==> src/hdl/midi_note_to_led_color_top_defines.svh <==
// Assertion helpers for the RTL files; only mnlc_back includes them.
`ifndef MIDI_NOTE_TO_LED_COLOR_TOP_DEFINES_SVH
`define MIDI_NOTE_TO_LED_COLOR_TOP_DEFINES_SVH

// Checked on every clock edge once reset is released.
`define MNLC_ASSERT(lbl, prop, msg) \
  lbl: assert property (@(posedge clk_i) disable iff (!rst_ni) (prop)) else $error(msg);

// Checked on every clock edge, during reset too.
`define MNLC_ASSERT_ALWAYS(lbl, prop, msg) \
  lbl: assert property (@(posedge clk_i) (prop)) else $error(msg);

`endif

==> src/hdl/mnlc_pkg.sv <==
package mnlc_pkg;

  localparam logic [7:0] StNoteOn  = 8'h90;
  localparam logic [7:0] StNoteOff = 8'h80;

  // completed note-on, as handed from parser to LED engine
  typedef struct packed {
    logic [3:0] hue;
    logic [7:0] gidx;
  } note_msg_t;

  typedef enum logic [1:0] {
    B_IDLE,
    B_CALC,
    B_EMIT
  } back_state_e;

  localparam logic [7:0] GammaLut [256] = '{
    8'd0, 8'd0, 8'd0, 8'd0, 8'd0, 8'd0, 8'd0, 8'd0,
    8'd0, 8'd0, 8'd0, 8'd0, 8'd0, 8'd0, 8'd0, 8'd0,
    8'd0, 8'd0, 8'd0, 8'd0, 8'd0, 8'd0, 8'd1, 8'd1,
    8'd1, 8'd1, 8'd1, 8'd1, 8'd1, 8'd2, 8'd2, 8'd2,
    8'd2, 8'd2, 8'd2, 8'd3, 8'd3, 8'd3, 8'd3, 8'd3,
    8'd4, 8'd4, 8'd4, 8'd4, 8'd5, 8'd5, 8'd5, 8'd5,
    8'd6, 8'd6, 8'd6, 8'd7, 8'd7, 8'd7, 8'd8, 8'd8,
    8'd8, 8'd9, 8'd9, 8'd9, 8'd10, 8'd10, 8'd11, 8'd11,
    8'd11, 8'd12, 8'd12, 8'd13, 8'd13, 8'd13, 8'd14, 8'd14,
    8'd15, 8'd15, 8'd16, 8'd16, 8'd17, 8'd17, 8'd18, 8'd18,
    8'd19, 8'd19, 8'd20, 8'd21, 8'd21, 8'd22, 8'd22, 8'd23,
    8'd23, 8'd24, 8'd25, 8'd25, 8'd26, 8'd27, 8'd27, 8'd28,
    8'd29, 8'd29, 8'd30, 8'd31, 8'd31, 8'd32, 8'd33, 8'd34,
    8'd34, 8'd35, 8'd36, 8'd37, 8'd37, 8'd38, 8'd39, 8'd40,
    8'd40, 8'd41, 8'd42, 8'd43, 8'd44, 8'd45, 8'd46, 8'd46,
    8'd47, 8'd48, 8'd49, 8'd50, 8'd51, 8'd52, 8'd53, 8'd54,
    8'd55, 8'd56, 8'd57, 8'd58, 8'd59, 8'd60, 8'd61, 8'd62,
    8'd63, 8'd64, 8'd65, 8'd66, 8'd67, 8'd68, 8'd69, 8'd70,
    8'd71, 8'd72, 8'd73, 8'd74, 8'd76, 8'd77, 8'd78, 8'd79,
    8'd80, 8'd81, 8'd83, 8'd84, 8'd85, 8'd86, 8'd88, 8'd89,
    8'd90, 8'd91, 8'd93, 8'd94, 8'd95, 8'd96, 8'd98, 8'd99,
    8'd100, 8'd102, 8'd103, 8'd104, 8'd106, 8'd107, 8'd109, 8'd110,
    8'd111, 8'd113, 8'd114, 8'd116, 8'd117, 8'd119, 8'd120, 8'd121,
    8'd123, 8'd124, 8'd126, 8'd128, 8'd129, 8'd131, 8'd132, 8'd134,
    8'd135, 8'd137, 8'd138, 8'd140, 8'd142, 8'd143, 8'd145, 8'd146,
    8'd148, 8'd150, 8'd151, 8'd153, 8'd155, 8'd157, 8'd158, 8'd160,
    8'd162, 8'd163, 8'd165, 8'd167, 8'd169, 8'd170, 8'd172, 8'd174,
    8'd176, 8'd178, 8'd179, 8'd181, 8'd183, 8'd185, 8'd187, 8'd189,
    8'd191, 8'd193, 8'd194, 8'd196, 8'd198, 8'd200, 8'd202, 8'd204,
    8'd206, 8'd208, 8'd210, 8'd212, 8'd214, 8'd216, 8'd218, 8'd220,
    8'd222, 8'd224, 8'd227, 8'd229, 8'd231, 8'd233, 8'd235, 8'd237,
    8'd239, 8'd241, 8'd244, 8'd246, 8'd248, 8'd250, 8'd252, 8'd255
  };

  // base color of a hue, packed {r, g, b}
  function automatic logic [23:0] hue_rgb(input logic [3:0] hue);
    logic [23:0] rgb;
    unique case (hue)
      4'd0:    rgb = {8'd255, 8'd0,   8'd0};
      4'd1:    rgb = {8'd255, 8'd127, 8'd0};
      4'd2:    rgb = {8'd255, 8'd255, 8'd0};
      4'd3:    rgb = {8'd127, 8'd255, 8'd0};
      4'd4:    rgb = {8'd0,   8'd255, 8'd0};
      4'd5:    rgb = {8'd0,   8'd255, 8'd127};
      4'd6:    rgb = {8'd0,   8'd255, 8'd255};
      4'd7:    rgb = {8'd0,   8'd127, 8'd255};
      4'd8:    rgb = {8'd0,   8'd0,   8'd255};
      4'd9:    rgb = {8'd127, 8'd0,   8'd255};
      4'd10:   rgb = {8'd255, 8'd0,   8'd255};
      4'd11:   rgb = {8'd255, 8'd0,   8'd127};
      default: rgb = 24'd0;
    endcase
    return rgb;
  endfunction

  // floor(c*g/255): exact for 8-bit by 8-bit products via (x + (x>>8) + 1) >> 8
  function automatic logic [7:0] scale_chan(input logic [7:0] c, input logic [7:0] g);
    logic [15:0] prod;
    logic [16:0] sum;
    prod = c * g;
    sum  = {1'b0, prod} + {9'd0, prod[15:8]} + 17'd1;
    return sum[15:8];
  endfunction

endpackage

==> src/hdl/mnlc_front.sv <==
module mnlc_front import mnlc_pkg::*; (
  input  logic       clk_i,
  input  logic       rst_ni,
  input  logic       rx_valid_i,
  output logic       rx_ready_o,
  input  logic [7:0] rx_byte_i,
  input  logic       q_full_i,
  output logic       push_o,
  output note_msg_t  push_msg_o
);

  logic [1:0]  bytes_left_q, bytes_left_d;
  logic        note_on_q, note_on_d;
  logic [7:0]  held_note_q, held_note_d;
  logic        acc;
  logic [15:0] quot_prod;
  logic [7:0]  rem;

  assign rx_ready_o = !q_full_i;
  assign acc        = rx_valid_i && rx_ready_o;

  // note mod 12: quotient by multiply with 171/2048, exact for 8-bit notes
  assign quot_prod = held_note_q * 8'd171;
  assign rem       = held_note_q - 8'(quot_prod[15:11] * 4'd12);

  always_comb begin
    bytes_left_d = bytes_left_q;
    note_on_d    = note_on_q;
    held_note_d  = held_note_q;
    push_o       = 1'b0;
    if (acc) begin
      priority if (rx_byte_i == StNoteOn || rx_byte_i == StNoteOff) begin
        note_on_d    = (rx_byte_i == StNoteOn);
        bytes_left_d = 2'd2;
      end else if (bytes_left_q == 2'd2) begin
        held_note_d  = rx_byte_i;
        bytes_left_d = 2'd1;
      end else if (bytes_left_q == 2'd1) begin
        bytes_left_d = 2'd0;
        push_o       = note_on_q;
      end else begin
        bytes_left_d = 2'd0;
      end
    end
  end

  assign push_msg_o.hue  = rem[3:0];
  assign push_msg_o.gidx = {rx_byte_i[6:0], 1'b0} + 8'd1;

  always_ff @(posedge clk_i or negedge rst_ni) begin
    if (!rst_ni) begin
      bytes_left_q <= 2'd0;
      note_on_q    <= 1'b0;
      held_note_q  <= 8'd0;
    end else begin
      bytes_left_q <= bytes_left_d;
      note_on_q    <= note_on_d;
      held_note_q  <= held_note_d;
    end
  end

endmodule

==> src/hdl/mnlc_queue.sv <==
module mnlc_queue import mnlc_pkg::*; (
  input  logic      clk_i,
  input  logic      rst_ni,
  input  logic      push_i,
  input  note_msg_t push_msg_i,
  input  logic      pop_i,
  output note_msg_t pop_msg_o,
  output logic      full_o,
  output logic      empty_o
);

  note_msg_t  mem_q [2];
  logic       wptr_q, rptr_q;
  logic [1:0] cnt_q;
  logic       do_push, do_pop;

  assign full_o    = (cnt_q == 2'd2);
  assign empty_o   = (cnt_q == 2'd0);
  assign do_push   = push_i && !full_o;
  assign do_pop    = pop_i && !empty_o;
  assign pop_msg_o = mem_q[rptr_q];

  always_ff @(posedge clk_i) begin
    if (do_push) begin
      mem_q[wptr_q] <= push_msg_i;
    end
  end

  always_ff @(posedge clk_i or negedge rst_ni) begin
    if (!rst_ni) begin
      wptr_q <= 1'b0;
      rptr_q <= 1'b0;
      cnt_q  <= 2'd0;
    end else begin
      if (do_push) wptr_q <= !wptr_q;
      if (do_pop)  rptr_q <= !rptr_q;
      cnt_q <= cnt_q + {1'b0, do_push} - {1'b0, do_pop};
    end
  end

endmodule

==> src/hdl/mnlc_back.sv <==
`include "midi_note_to_led_color_top_defines.svh"

module mnlc_back import mnlc_pkg::*; #(
  parameter int unsigned MAX_LEDS = 16
) (
  input  logic        clk_i,
  input  logic        rst_ni,
  input  logic        cfg_we_i,
  input  logic [4:0]  cfg_wdata_i,
  input  logic        q_empty_i,
  input  note_msg_t   q_msg_i,
  output logic        pop_o,
  output logic        out_valid_o,
  input  logic        out_ready_i,
  output logic [23:0] grb_word_o,
  output logic [3:0]  led_index_o,
  output logic        last_led_o
);

  localparam int unsigned LimInt = (MAX_LEDS < 16) ? MAX_LEDS : 16;
  localparam logic [4:0]  LedLim = 5'(LimInt);

  back_state_e state_q, state_d;
  logic [4:0]  led_count_q;
  logic [4:0]  n_q;
  logic [3:0]  hue_q;
  logic [7:0]  gamma_q;
  logic [23:0] color_q;
  logic [3:0]  idx_q;
  logic        out_valid_q;
  logic [23:0] grb_q;
  logic [3:0]  oidx_q;
  logic        olast_q;
  logic [23:0] rgb;
  logic        slot_free;
  logic        load_out;
  logic        is_last;

  assign slot_free = !out_valid_q || out_ready_i;
  assign is_last   = ({1'b0, idx_q} + 5'd1 == n_q);
  assign rgb       = hue_rgb(hue_q);

  always_comb begin
    state_d = state_q;
    unique case (state_q)
      B_IDLE:  if (!q_empty_i) state_d = B_CALC;
      B_CALC:  state_d = (n_q == 5'd0) ? B_IDLE : B_EMIT;
      B_EMIT:  if (slot_free && is_last) state_d = B_IDLE;
      default: state_d = B_IDLE;
    endcase
  end

  always_comb begin
    pop_o    = (state_q == B_IDLE) && !q_empty_i;
    load_out = (state_q == B_EMIT) && slot_free;
  end

  always_ff @(posedge clk_i or negedge rst_ni) begin
    if (!rst_ni) begin
      state_q     <= B_IDLE;
      led_count_q <= 5'd4;
      out_valid_q <= 1'b0;
      idx_q       <= 4'd0;
    end else begin
      state_q <= state_d;
      if (cfg_we_i) led_count_q <= cfg_wdata_i;
      if (load_out) out_valid_q <= 1'b1;
      else if (out_ready_i) out_valid_q <= 1'b0;
      if (state_q == B_CALC) idx_q <= 4'd0;
      else if (load_out) idx_q <= idx_q + 4'd1;
    end
  end

  // payload: message fields, scaled color, output word
  always_ff @(posedge clk_i) begin
    if (pop_o) begin
      hue_q   <= q_msg_i.hue;
      gamma_q <= GammaLut[q_msg_i.gidx];
      n_q     <= (led_count_q > LedLim) ? LedLim : led_count_q;
    end
    if (state_q == B_CALC) begin
      color_q <= {scale_chan(rgb[15:8], gamma_q),
                  scale_chan(rgb[23:16], gamma_q),
                  scale_chan(rgb[7:0], gamma_q)};
    end
    if (load_out) begin
      grb_q   <= color_q;
      oidx_q  <= idx_q;
      olast_q <= is_last;
    end
  end

  assign out_valid_o = out_valid_q;
  assign grb_word_o  = grb_q;
  assign led_index_o = oidx_q;
  assign last_led_o  = olast_q;

  `MNLC_ASSERT(a_emit_nonzero, (state_q == B_EMIT) |-> (n_q != 5'd0), "emit with zero count")
  `MNLC_ASSERT(a_idx_in_range, (state_q == B_EMIT) |-> ({1'b0, idx_q} < n_q), "index past count")
  `MNLC_ASSERT(a_calc_once, (state_q == B_CALC) |=> (state_q != B_CALC), "calc held over")
  `MNLC_ASSERT_ALWAYS(a_pop_idle, pop_o |-> (state_q == B_IDLE), "pop outside idle")

endmodule

==> src/hdl/midi_note_to_led_color_top.sv <==
// MIDI note-on to GRB LED word converter.
// Input channel rx_*: one received MIDI byte per transfer. 0x90 / 0x80 open a
// three-byte note-on / note-off message; stray bytes outside a message are dropped.
// Output channel out_*: on a completed note-on, led_count transfers of the same
// 24-bit GRB word, led_index counting from 0, last_led set on the final one.
// Note-off and a zero led_count produce nothing.
// Config: cfg_we_i writes led_count (reset 4, saturated to min(MAX_LEDS,16)).
// Structure: parser front -> 2-entry message queue -> color/emit engine.
// Throughput: the parser takes one byte per cycle while the queue has room;
// the engine takes each note through a gamma lookup and channel scaling, then
// one word per cycle while out_ready_i is high, set by its single output register.
// First word path: queue entry, lookup registers, scaled color, output register.
// A stalled receiver holds the output word; the engine waits, then the queue
// fills, and only then rx_ready_o drops.
// Reset (async, active low) clears parser state, queue and engine, and sets
// led_count back to 4.
module midi_note_to_led_color_top import mnlc_pkg::*; #(
  parameter int unsigned MAX_LEDS = 16
) (
  input  logic        clk_i,
  input  logic        rst_ni,
  input  logic        cfg_we_i,
  input  logic [4:0]  cfg_wdata_i,
  input  logic        rx_valid_i,
  output logic        rx_ready_o,
  input  logic [7:0]  rx_byte_i,
  output logic        out_valid_o,
  input  logic        out_ready_i,
  output logic [23:0] grb_word_o,
  output logic [3:0]  led_index_o,
  output logic        last_led_o
);

  logic      push, pop, q_full, q_empty;
  note_msg_t push_msg, pop_msg;

  mnlc_front u_front (
    .clk_i,
    .rst_ni,
    .rx_valid_i,
    .rx_ready_o,
    .rx_byte_i,
    .q_full_i   (q_full),
    .push_o     (push),
    .push_msg_o (push_msg)
  );

  mnlc_queue u_queue (
    .clk_i,
    .rst_ni,
    .push_i     (push),
    .push_msg_i (push_msg),
    .pop_i      (pop),
    .pop_msg_o  (pop_msg),
    .full_o     (q_full),
    .empty_o    (q_empty)
  );

  mnlc_back #(
    .MAX_LEDS (MAX_LEDS)
  ) u_back (
    .clk_i,
    .rst_ni,
    .cfg_we_i,
    .cfg_wdata_i,
    .q_empty_i  (q_empty),
    .q_msg_i    (pop_msg),
    .pop_o      (pop),
    .out_valid_o,
    .out_ready_i,
    .grb_word_o,
    .led_index_o,
    .last_led_o
  );

endmodule
==> config.mk <==
export PLATFORM = sky130hd
export DESIGN_NAME = midi_note_to_led_color_top
export DESIGN_NICKNAME = d
export VERILOG_FILES = /design/src/hdl/mnlc_pkg.sv /design/src/hdl/mnlc_front.sv /design/src/hdl/mnlc_queue.sv /design/src/hdl/mnlc_back.sv /design/src/hdl/midi_note_to_led_color_top.sv
export VERILOG_INCLUDE_DIRS = /design/src /design/src/hdl
export SDC_FILE = /design/constraint.sdc
export NUM_CORES = 1
export LEC_CHECK = 0
export CAP_MARGIN = 20
export CORE_MARGIN = 2
export CORE_UTILIZATION = 55
export CTS_CLUSTER_SIZE = 28
export DETAILED_ROUTE_END_ITERATION = 8
export DONT_BUFFER_PORTS = 1
export GPL_TIMING_DRIVEN = 0
export PLACE_DENSITY = 0.7
export SLEW_MARGIN = 5
export SYNTH_ARGS = -nofsm -noshare
export SYNTH_HDL_FRONTEND = slang
export SYNTH_SLANG_ARGS = --single-unit
==> constraint.sdc <==
create_clock -name clk_i -period 8 [get_ports clk_i]
set_input_delay 0.4 -clock clk_i [delete_from_list [all_inputs] [get_ports clk_i]]
set_output_delay 0.4 -clock clk_i [all_outputs]
set_load 0.05 [all_outputs]
======== Yosys cells after proc, flatten, opt, wreduce, memory -nomap -nowiden ========
Memories as Yosys holds them, arrays and structs flattened. A register that Yosys moved wholly into a read port is not among the register bits.
Index checks and enable logic that the tools add are counted.
Widths: inputs -> output; s select.
word-level totals
  register bits after elaboration ......... 89
  latch bits .............................. 0
  memory bits (writable) .................. 24
  ROM bits ................................ 2432
  input bits .............................. 18
  output and inout bits ................... 31
  logic and storage cells ................. 87
  memories ................................ 3
memory list
  memory           words  width  rd ports  clocked after memory_dff  write ports  line              text
  (no name shown)  256    8      1         1                         0            mnlc_back.sv:78   gamma_q <= GammaLut[q_msg_i.gidx];
  (no name shown)  16     24     1         1                         0            mnlc_pkg.sv:56    unique case (hue)
  u_queue.mem_q    2      12     1         0                         1            mnlc_queue.sv:12  note_msg_t mem_q [2];
operators by class
  $add $sub $neg .......................... 12
  $mul .................................... 5
  div/mod/pow operators ................... 0
  order comparisons ....................... 1
  equality and inequality tests ........... 10
  shifts and indexed selects .............. 0
  mux-type cells .......................... 17
  bitwise gates (word level) .............. 2
  reductions and logical operators ........ 21
operator list
  operator               count
  $add 16x1->16 const B  3
  $add 16x8->16          3
  $mul 8x8->16           3
  $eq 8x8->1 const B     2
  $mul 8x8->16 const B   1
  $mux 4                 3
  $mux 1                 9
  $not 8->9              1
  $add 8x1->8 const B    1
  $mux 2                 4
  $eq 2x2->1 const B     3
  $logic_and 1x1->1      6
  $pmux 2 s3             1
  $add 4x1->5 const B    1
  $eq 5x5->1             1
  $gt 5x5->1 const B     1
  $logic_not 1->1        5
  $logic_not 5->1        1
  $mul 5x2->2 const B    1
  $add 4x1->4 const B    1
  $eq 2x1->1 const B     2
  $logic_not 2->1        2
  $reduce_and 2->1       2
  $reduce_bool 2->1      2
  other kinds (8)        9

======== Logic depth before layout (Yosys ltp) ========
  depth after elaboration ................. 8
  gate-level depth with buffers ........... 28
  gate-level depth less buffers ........... 26

======== Hierarchy ========
From an unflattened synthesis, not the netlist that was laid out.
unflattened totals
  cell total of the unflattened synthesis .. 1349
  area, all modules ....................... 13178.9 um2
by module, submodules not included
  module      times used  cells each  area an instance (um2)  sequential area each (um2)
  mnlc_back   1           1148        10601.4                 2523.7
  mnlc_front  1           146         1476.4                  275.3
  mnlc_queue  1           55          1101.1                  820.8

======== Worst setup path after synthesis ========
OpenSTA, ideal clock, no wires.
  path type ............................... reg-to-reg
  from .................................... register u_back.gamma_q[6]
  to ...................................... register u_back.color_q[6], data pin
  setup time .............................. 274 ps
  arrival ................................. 6382 ps
  data required time ...................... 7726 ps
  setup slack ............................. 1344 ps
  stages on the path, launching flop included .. 25
  buffers on the path ..................... 1
  clock period less this slack ............ 6656 ps
  path through ............................ edfxtp_1 > clkbuf_1 > xor2_1 > and2_1 > ha_1 > inv_1 > fa_1 > inv_1 > fa_1 > inv_1 > fa_1 > inv_1 > ha_1 > or2_2 > a311o_1 > a31o_2 > a21oi_1 > xnor2_1 > ha_1 > or4_1 > o31a_1 > maj3_1 > a31o_2 > a41oi_1 > a31oi_1
on the way
  longest elaborated chain between the ends .. 3
ends and longest elaborated chain
  item                  line             text
  from (decl)           mnlc_back.sv:27  logic [7:0] gamma_q;
  $mul 8x8->16          mnlc_pkg.sv:78   prod = c * g;
  $add 16x8->16         mnlc_pkg.sv:79   sum = {1'b0, prod} + {9'd0, prod[15:8]} + 17'd1;
  $add 16x1->16         mnlc_pkg.sv:79
  to (signal assigned)  mnlc_back.sv:82  color_q <= {scale_chan(rgb[15:8], gamma_q),
  to (decl)             mnlc_back.sv:28  logic [23:0] color_q;
No other way between the ends.
A chain may end at the register's enable or synchronous reset.

======== Worst setup path in the final report ========
  from .................................... register u_back.gamma_q[6]
  to ...................................... register u_back.color_q[4], data pin
Same word-level chain as after synthesis.

==> metrics.csv <==
metric,value,unit
setup_ws,630,ps
skew,11.0,ps
synth.distinct_cells,82,
die_h,156,um
track_usage,21.4,%
critPathRequiredTime,8150,ps
synthTopCellsByArea,"edfxtp_1 (22%), ha_1 (17%), fa_1 (13%), inv_1 (5.8%), dfrtp_1 (5.1%)",
grt_max_degree,28,
hp-start,rx_byte_i[1],
hpwl,19200,um
hold_end,u_queue.mem_q[0][2],
hold_viol,0,
maxSlewViolCount,0,
antenna_left,0,
ios,49,
worstHoldPathType,input pin to flip-flop,
path_class,flip-flop to flip-flop,
synth_top_area_cell,edfxtp_1,
cp-start-kind,flip-flop,
reg2reg_setup_slack,630,ps
fp.dieW,156,um
cts_setup_buffers,0,
grt.overflow.total,0,
synthCells,1281,
synth_top_flop_cell,edfxtp_1,
finalCriticalPeriod,7370,ps
cts.sinks,125,
grt_pass1_wl,42400,um
cap_viol_max_count,0,
first_pass_iters,5,
rsz0062_at_grt,false,
worstPathArrival,7520,ps
clock_latency,430,ps
grt_pass1_vias,9061,
fin_crit_sh,92.1,%
vias,9080,
initial_core_util,55.9,%
relSlewSlack,31.7,%
drc,0,
end_kind,flip-flop,
drt-wirelength-per-cell,15.2,um
r2r_cells,24,
rr_startpoint,u_back.gamma_q[6],
async_reset_ff_share,21.6,%
syn_avg_cell_area,9.88,sq um
die_area,24200,sq um
num_rows,55,
pre_cts_slack,649,ps
cp_max_fo,10,
tns,0,ps
setup_viol,0,
antenna_found_initial,0,
yosys_register_bits,125,
path_clk_slew,60,ps
worstReg2RegEnd,u_back.color_q[4],
drtIter0Drc,589,
drive_above_1_share,6.60,%
gp_congestion,0.888,
htreeDepth,4,
cts_tree,done,
worst_pin_slew,996,ps
core_area,22600,sq um
holdPathStages,0,
cts_buffers,17,
synth_seq_area_share,28.1,%
fmax,0.136,GHz
wirelength,24400,um
clockBufferDepth,2,
nFillCells,1881,
syn-cell-area,12700,sq um
status,"finished, final reports clean",
synth_warnings,0,
area_growth_syn_to_layout,7.96,%
finalNetCount,1581,
syn_nets,1556,
cts-root-buf,clkbuf_16,
synth_top_area_share,21.8,%
diodes,0,
vias_per_cell,5.66,
synth_edf_count,92,
port_buffers,0,
[metrics by stage]
stage               instances  utilization [%]  hold WS (ps)  instance area [sq um]
floorplan                1281                -           104                  12700
global placement         1566             57.5           105                  13000
detailed placement       1570             57.8           105                  13100
CTS                      1604             60.4          53.5                  13700
global route             1604             60.4          53.5                  13700
finish                   1604             60.4          70.3                  13700
[state kept, by name, summed over array words and instances (netlist names), 5 cells and up]
name / flops
u_back.color_q: 24
u_back.gamma_q: 8
u_back.led_count_q: 5
u_back.grb_word_o: 24
u_queue.mem_q: 22
u_back.rgb: 6
u_back.n_q: 5
u_front.held_note_q: 8
[cell families after synthesis]
kind of cell             share of synthesized area [%]
AO/OA/AOI/OAI                                     12.9
adder cells (fa/ha/maj)                           30.3
flip-flops                                        28.1
buffers and inverters                             6.83
multiplexers                                      2.46
XOR/XNOR                                          5.97
AND/OR/NAND/NOR                                   13.4
[cell usage after synthesis (28+ instances only)]
cell,instances
edfxtp_1,92
nand3_1,29
and2_1,56
inv_1,197
xor2_1,28
ha_1,177
fa_1,80
nand2_1,91
a21oi_1,45
xnor2_1,50
nor2_1,44
o21ai_0,49
[worst max path at each step]
| stage | start | to | cells after the start |
|---|---|---|---|
| floorplan | u_back.gamma_q[6] | u_back.color_q[6] | 24 |
| global placement | u_back.gamma_q[6] | u_back.color_q[4] | 24 |
| detailed placement | u_back.gamma_q[6] | u_back.color_q[2] | 24 |
| CTS | u_back.gamma_q[6] | u_back.color_q[2] | 24 |
| global route | u_back.gamma_q[6] | u_back.color_q[4] | 24 |
| finish | u_back.gamma_q[6] | u_back.color_q[4] | 24 |
[placed cells by master, fill, tap and decap left out, types with 20 or more instances in the layout]
master / count
fa_1: 80
a21oi_1: 45
ha_1: 177
o21ai_0: 49
clkbuf_1: 29
nand2b_1: 20
nand2_1: 91
xnor2_1: 50
and2_1: 56
inv_1: 197
nor3_1: 26
nand3_1: 29
xor2_1: 28
nor2_1: 44
edfxtp_1: 92
dfrtp_1: 26
a211oi_1: 21
[layout make-up]
class                      count  area (sq um)  share of cell area (%)
clock inverter                13           108                   0.787
timing repair buffer           6          91.3                   0.668
sequential                   125          3560                    26.0
multi-input combinational    927          8250                    60.4
clock buffer                  19           433                    3.17
inverter                     198           743                    5.44
buffer                        31           121                   0.888
tap                          285           357                    2.61
[what timing repair did]
action / CTS / global route
resized for setup: 0 / 0
hold buffers: 2 / 0
endpoints found under the hold margin: 27 / 0
[routing by layer]
metal / wire [um] / track usage (%)
met5: 0 / 0
met2: 11900 / 36.8
met1: 11300 / 28.3
met3: 923 / 3.11
met4: 323 / 6.25
[critical path, stage by stage, from the launching register on]
cell	delay [ps]
edfxtp_1	340
clkbuf_1	410
xor2_1	190
and2_1	220
ha_1	410
inv_1	150
fa_1	560
inv_1	60
fa_1	520
inv_1	50
fa_1	530
inv_1	40
ha_1	350
or2_2	340
a311o_1	370
a31o_2	230
a21oi_1	170
xnor2_1	220
ha_1	300
or4_1	410
o31a_1	290
maj3_1	390
a31oi_1	320
nand2b_1	170
xnor2_1	60
Power is not shown: default switching activity piles up to over one toggle a cycle in this logic, so the estimate is an artifact.
